`config.mk`:
```
export PLATFORM = sky130hd
export DESIGN_NAME = s3f_mac
export DESIGN_NICKNAME = d
export VERILOG_FILES = /design/src/sv/s3f_pkg.sv /design/src/sv/s3f_mac.sv
export SDC_FILE = /design/constraint.sdc
export NUM_CORES = 1
export LEC_CHECK = 0
export ABC_AREA = 1
export BUFFER_PORTS_ARGS = -buffer_cell sky130_fd_sc_hd__clkbuf_2
export CORE_MARGIN = 5
export CORE_UTILIZATION = 55
export CTS_CLUSTER_SIZE = 12
export DETAILED_ROUTE_END_ITERATION = 8
export PLACE_DENSITY_LB_ADDON = 0.1
export SLEW_MARGIN = 20
export SYNTH_ARGS = -nofsm -noshare
export SYNTH_HDL_FRONTEND = slang
export SYNTH_SLANG_ARGS = --single-unit
```
`constraint.sdc`:
```
create_clock -name clk -period 6.5 [get_ports clk]
set_input_delay 1.3 -clock clk [delete_from_list [all_inputs] [get_ports clk]]
set_output_delay 1.3 -clock clk [all_outputs]
set_load 0.005 [all_outputs]
```
`src/sv/s3f_pkg.sv`:
```
package s3f_pkg;

	localparam int PIX_W      = 8;
	localparam int CFG_DATA_W = 12;
	localparam int CFG_IDX_W  = 3;
	localparam int COORD_W    = 10;
	localparam int VALUE_W    = 24;
	localparam int OUT_DATA_W = 48;
	localparam int SIZE_W     = 11;
	localparam int WEIGHT_W   = 12;

	localparam logic [SIZE_W-1:0] WIDTH_RST  = 11'd1024;
	localparam logic [SIZE_W-1:0] HEIGHT_RST = 11'd1024;
	localparam logic signed [WEIGHT_W-1:0] CENTER_RST = 12'sd256;
	localparam logic signed [WEIGHT_W-1:0] EDGE_RST   = 12'sd0;
	localparam logic signed [WEIGHT_W-1:0] CORNER_RST = 12'sd0;

	typedef enum logic [CFG_IDX_W-1:0] {
		REG_IMAGE_WIDTH   = 3'd0,
		REG_IMAGE_HEIGHT  = 3'd1,
		REG_CENTER_WEIGHT = 3'd2,
		REG_EDGE_WEIGHT   = 3'd3,
		REG_CORNER_WEIGHT = 3'd4
	} reg_idx_t;

	typedef logic [2:0][2:0][PIX_W-1:0] win_t;

	typedef struct packed {
		logic [PIX_W-1:0] ctr;
		logic [9:0]       edg;
		logic [9:0]       crn;
	} cls_sum_t;

	typedef struct packed {
		cls_sum_t             sums;
		logic [COORD_W-1:0]   row;
		logic [COORD_W-1:0]   col;
		logic                 eof;
	} desc_t;

	typedef struct packed {
		desc_t desc;
		logic  last;
	} job_t;

	typedef struct packed {
		logic signed [VALUE_W-1:0] value;
		logic [COORD_W-1:0]        row;
		logic [COORD_W-1:0]        col;
		logic                      last;
		logic                      eof;
	} res_t;

	// per-class pixel sums around window cell (cr, cc); flags say which sides are in frame
	function automatic cls_sum_t win_sums(win_t w, int cr, int cc,
		logic up, logic dn, logic lf, logic rt);
		cls_sum_t s;
		int dr;
		int dc;
		int ri;
		int ci;
		logic on;
		s = '0;
		for (dr = -1; dr <= 1; dr++) begin
			for (dc = -1; dc <= 1; dc++) begin
				on = !((dr < 0 && !up) || (dr > 0 && !dn) || (dc < 0 && !lf) || (dc > 0 && !rt));
				ri = cr + dr;
				ci = cc + dc;
				if (on && ri >= 0 && ri <= 2 && ci >= 0 && ci <= 2) begin
					if (dr == 0 && dc == 0) begin
						s.ctr = w[2'(ri)][2'(ci)];
					end else if (dr == 0 || dc == 0) begin
						s.edg = s.edg + 10'(w[2'(ri)][2'(ci)]);
					end else begin
						s.crn = s.crn + 10'(w[2'(ri)][2'(ci)]);
					end
				end
			end
		end
		return s;
	endfunction

endpackage

```
`src/sv/s3f_mac.sv`:
```
module s3f_mac (
	input  logic                                   clk,
	input  logic                                   arst_n,
	input  logic                                   in_valid,
	output logic                                   in_ready,
	input  s3f_pkg::job_t                          in_job,
	input  logic signed [s3f_pkg::WEIGHT_W-1:0]    center_weight,
	input  logic signed [s3f_pkg::WEIGHT_W-1:0]    edge_weight,
	input  logic signed [s3f_pkg::WEIGHT_W-1:0]    corner_weight,
	output logic                                   out_valid,
	input  logic                                   out_ready,
	output s3f_pkg::res_t                          out_res
);

	logic                 v_s1;
	logic                 v_s2;
	logic signed [20:0]   pc_s1;
	logic signed [22:0]   pe_s1;
	logic signed [22:0]   pk_s1;
	s3f_pkg::job_t        job_s1;
	s3f_pkg::res_t        res_s2;
	logic                 adv_s2;
	logic                 adv_s1;

	assign adv_s2   = !v_s2 || out_ready;
	assign adv_s1   = !v_s1 || adv_s2;
	assign in_ready = adv_s1;

	always_ff @(posedge clk or negedge arst_n) begin
		if (!arst_n) begin
			v_s1 <= 1'b0;
			v_s2 <= 1'b0;
		end else begin
			if (adv_s1) begin
				v_s1 <= in_valid;
			end
			if (adv_s2) begin
				v_s2 <= v_s1;
			end
		end
	end

	always_ff @(posedge clk) begin
		if (adv_s1 && in_valid) begin
			pc_s1  <= 21'($signed({1'b0, in_job.desc.sums.ctr})) * 21'(center_weight);
			pe_s1  <= 23'($signed({1'b0, in_job.desc.sums.edg})) * 23'(edge_weight);
			pk_s1  <= 23'($signed({1'b0, in_job.desc.sums.crn})) * 23'(corner_weight);
			job_s1 <= in_job;
		end
		if (adv_s2 && v_s1) begin
			res_s2.value <= 24'(pc_s1) + 24'(pe_s1) + 24'(pk_s1);
			res_s2.row   <= job_s1.desc.row;
			res_s2.col   <= job_s1.desc.col;
			res_s2.last  <= job_s1.last;
			res_s2.eof   <= job_s1.desc.eof;
		end
	end

	assign out_valid = v_s2;
	assign out_res   = res_s2;

endmodule

```
After elaboration in Yosys (flattened, before gate mapping)
Cells that the tools add are included.
{ "word_totals": {"regBits": 137, "output_inout_bits": 48, "wordCells": 25} }
{ "op_classes": {"addsub": 2, "mul": 3, "n_reduce_logical": 6} }
{ "op_table": {"columns": ["operator", "count"], "rows": [
  ["$mul 11x12->23", 2],
  ["$add 21x23->24", 1],
  ["$add 24x23->24", 1],
  ["$mul 9x12->21", 1],
  ["$logic_and 1x1->1", 2],
  ["$logic_not 1->1", 2],
  ["$logic_or 1x1->1", 2]
]} }

Logic depth before layout (Yosys ltp)
{ "logic_depth": {"word_depth": 4, "ltp_mapped": 24, "mapped_depth_nobuf": 23} }

Least setup slack after synthesis
OpenSTA, ideal clock, no wires.
{ "synth_timing": {"path_type": "in2reg", "start": "input edge_weight[11] (netlist name)", "end": "register pe_s1[22] (data pin)", "arrival_time_ns": 5.545, "slack_ns": 0.703, "cell_stages": 22, "path_cell_list": "clkbuf_1 -> nand2_1 -> fa_1 -> inv_1 -> fa_1 -> inv_1 -> fa_1 -> inv_1 -> fa_1 -> inv_1 -> fa_1 -> inv_1 -> ha_1 -> nand2_1 -> nor2_1 -> inv_1 -> nor2_2 -> nand3_1 -> inv_1 -> nor2_1 -> nand2_1 -> nand2_1"} }
{ "synth_between": {"elab_chain_cells": 1} }
{ "synth_lines": {"columns": ["item", "line", "source"], "rows": [
  ["from (decl)", "s3f_mac.sv:8", "input logic signed [s3f_pkg::WEIGHT_W-1:0] edge_weight,"],
  ["$mul 11x12->23", "s3f_mac.sv:46", "pe_s1 <= 23'($signed({1'b0, in_job.desc.sums.edg})) * 23'(edge_weight);"],
  ["to (signal assigned)", "s3f_mac.sv:46", null],
  ["to (decl)", "s3f_mac.sv:18", "logic signed [22:0] pe_s1;"]
]} }
No other way between the ends.
A chain may end at the register's enable or synchronous reset.

Worst setup path after layout
{ "layout_timing": {"start": "input in_job[34] (netlist name)", "end": "register pe_s1[22] (data pin)"} }
{ "layout_between": {"elab_chain_cells": 1} }
{ "layout_lines": {"columns": ["item", "line", "source"], "rows": [
  ["from (decl)", "s3f_mac.sv:6", "input s3f_pkg::job_t in_job,"],
  ["$mul 11x12->23", "s3f_mac.sv:46", null]
]} }
No other way between the ends.

==> results.yml <==
run_status:
  outcome: "finished clean"
cts:
  cts_tree: "yes"
  htree_levels: 4
  cts_resized: 0
  path_clk_slew_ns: 0.07
  hold_buffers: 0
  numCtsBuffers: 17
  cts_buffer_depth: 2
  clock_latency_ns: 0.43
  root_buffer: "clkbuf_16"
  cts.sinks: 137
  postCtsSetupBuffers: 0
placed_design:
  place_area_sq_mm: 0.0219
  dpl.hpwl_mm: 38.5
  io_buffers: 137
  gp_congestion: 0.915
worst_setup_path:
  r2r_cells: 8
  worst_setup_path_end_kind: "register"
  cp.depth: 22
  crit_top_cell: "inv_1"
  worstPathCellList: "clkbuf_2, nand2_1, fa_1, inv_1, fa_1, inv_1, fa_1, inv_1, fa_1, inv_1, fa_1, inv_1, ha_1, nand2_1, nor2_1, inv_1, nor2_2, nand3_1, inv_1, nor2_1, nand2_1, nand2_1"
  crit_start: "in_job[34]"
  r2r_start: "pe_s1[1]"
  critPathTopFamily: "adder cells"
  reg2reg_slack_ns: 3.79
  r2r-end: "out_res[43]"
  arrival_ns: 5.95
  critPathBufInv: 8
  cp-endpoint: "pe_s1[22]"
  worstPathMaxFanout: 12
  crit_required_ns: 6.68
  critPathSlowestCell: "fa_1"
  worstSetupPathType: "primary input to register"
  start_kind: "primary input"
  cpPeakStageDelay_ns: 0.63
yosys:
  synthFlopType: "edfxtp_1"
  synth_warnings: 0
  synth.avg_cell_area_sq_um: 8.10
  netlist_instances: 2573
  syn_nets: 3161
  synth_edf_count: 135
  synthArstFlopShare_pct: 1.46
  ys_seq_area_share_pct: 19.7
  synth_seq_cells: 137
  syn-cell-area_sq_mm: 0.0208
  netlist-cell-type-count: 34
sta:
  fin_crit_sh_pct: 88.7
  tns_ns: 0
  skew_ns: 0.0160
  slew_viol_final: 0
  finalSetupViolations: 0
  tightest_slew_ns: 0.836
  slew_headroom_pct: 44.2
  hold_violations: 0
  rsz0062_at_grt: "no"
  max_freq_ghz: 0.174
  layout_min_cycle_time_ns: 5.76
floorplanning:
  die_x_um: 205
  fp.dieH_um: 205
  start_util_pct: 55.5
  std_cell_rows: 71
  placeableCoreArea_sq_mm: 0.0376
  dieArea_sq_mm: 0.0419
  io_pins: 138
finish:
  diodes: 0
  nets: 3255
  final_common_cell: "inv_1"
  areaGrowthSynthToFinish_pct: 8.23
  finish.utilization_pct: 60.0
  final_cell_mix: "779 x inv_1, 720 x nand2_1, 328 x fa_1"
  layout-drive-gt1-share_pct: 7.95
  final_cell_area_sq_mm: 0.0226
  n_fill_cell: 3487
grt:
  grt_util_all_layers_pct: 22.7
  grt_pass1_vias: 16209
  grt_pass1_wl_mm: 77.8
  antenna_found_initial: 0
  grt_max_degree: 90
  gr-total-overflow: 0
route:
  antenna_left: 0
  drtIter0Drc: 970
  via_per_inst: 4.87
  first_pass_iters: 6
  wl_mm: 44.7
  drc: 0
  num_vias: 15551
  post_drt_wl_per_cell_um: 14.0
job:
  cap_violations: 0
min_path:
  min_from: "job_s1[10]"
  min_path_cells: 0
  min_path_type: "register to register"
cell type report:
cell class / instances / area [sq um] / area share [%]
multi-input cells: 1589 / 13600 / 60.1
well taps: 511 / 639 / 2.83
clock inverters: 15 / 174 / 0.771
repair buffers: 139 / 704 / 3.12
clock buffers: 17 / 425 / 1.89
flip-flops and latches: 137 / 4100 / 18.2
inverters: 783 / 2940 / 13.0
cell usage after synthesis, types with 2 or more instances:
cell / instances / area share [%]
nand4_1: 22 / 0.66
clkbuf_1: 56 / 1.0
edfxtp_1: 135 / 19
nor2_2: 10 / 0.30
o21bai_1: 7 / 0.25
buf_1: 8 / 0.14
a21o_1: 6 / 0.22
and2_1: 3 / 0.090
ha_1: 170 / 10
nor3_2: 2 / 0.096
o21ai_0: 17 / 0.41
nor3_1: 2 / 0.048
nand3_1: 75 / 1.8
xor2_1: 39 / 1.6
dfrtp_1: 2 / 0.24
nand2_1: 720 / 13
nand3b_1: 8 / 0.29
inv_2: 3 / 0.054
a21oi_1: 63 / 1.5
fa_1: 328 / 32
nand2_2: 13 / 0.39
inv_1: 780 / 14
xnor2_1: 15 / 0.63
nor2_1: 74 / 1.3
nand3_2: 6 / 0.29
per-stage QoR:
stage / worst slack [ns] / hold slack [ns] / std cells
after floorplan: 0.703 / 0.400 / 2573
after global placement: 0.463 / 0.401 / 3159
after detailed placement: 0.308 / 0.405 / 3159
after CTS: 0.737 / 0.414 / 3191
after global routing: 0.370 / 0.426 / 3191
final: 0.737 / 0.412 / 3191
per-layer routing:
layer / track usage [%] / part of all wire, % / vias up
met2: 39.2 / 49 / 350
met4: 3.61 / 0.97 / 0
met5: 0 / 0 / -
li1: - / - / 7648
met1: 32.0 / 45 / 7517
met3: 2.07 / 4.8 / 36
flip-flops by register name (all words and copies together) (netlist names):
signal     cells
pe_s1         23
job_s1        22
out_valid      1
out_res       46
v_s1           1
pk_s1         23
pc_s1         21
how the worst min path moves through the flow:
stage,to,slack (ns)
4_1_cts,out_res[14],0.41
3_3_place_gp,out_res[10],0.40
2_1_floorplan,out_res[0],0.40
5_1_grt,out_res[3],0.43
3_5_place_dp,out_res[14],0.40
6_report,out_res[10],0.41
kinds of logic (layout without fill, tap and decap cells):
group           count (synthesis)  count (layout)  synth area share [%]
xor+xnor                       54              54                  2.27
buf+inv                       847             954                  15.3
simple gates                  942             942                  18.6
flops                         137             137                  19.7
compound gates                 95              95                  2.47
fa+ha+maj                     498             498                  41.7
Power is not shown: default switching activity piles up to over one toggle a cycle in this logic, so the estimate is an artifact.
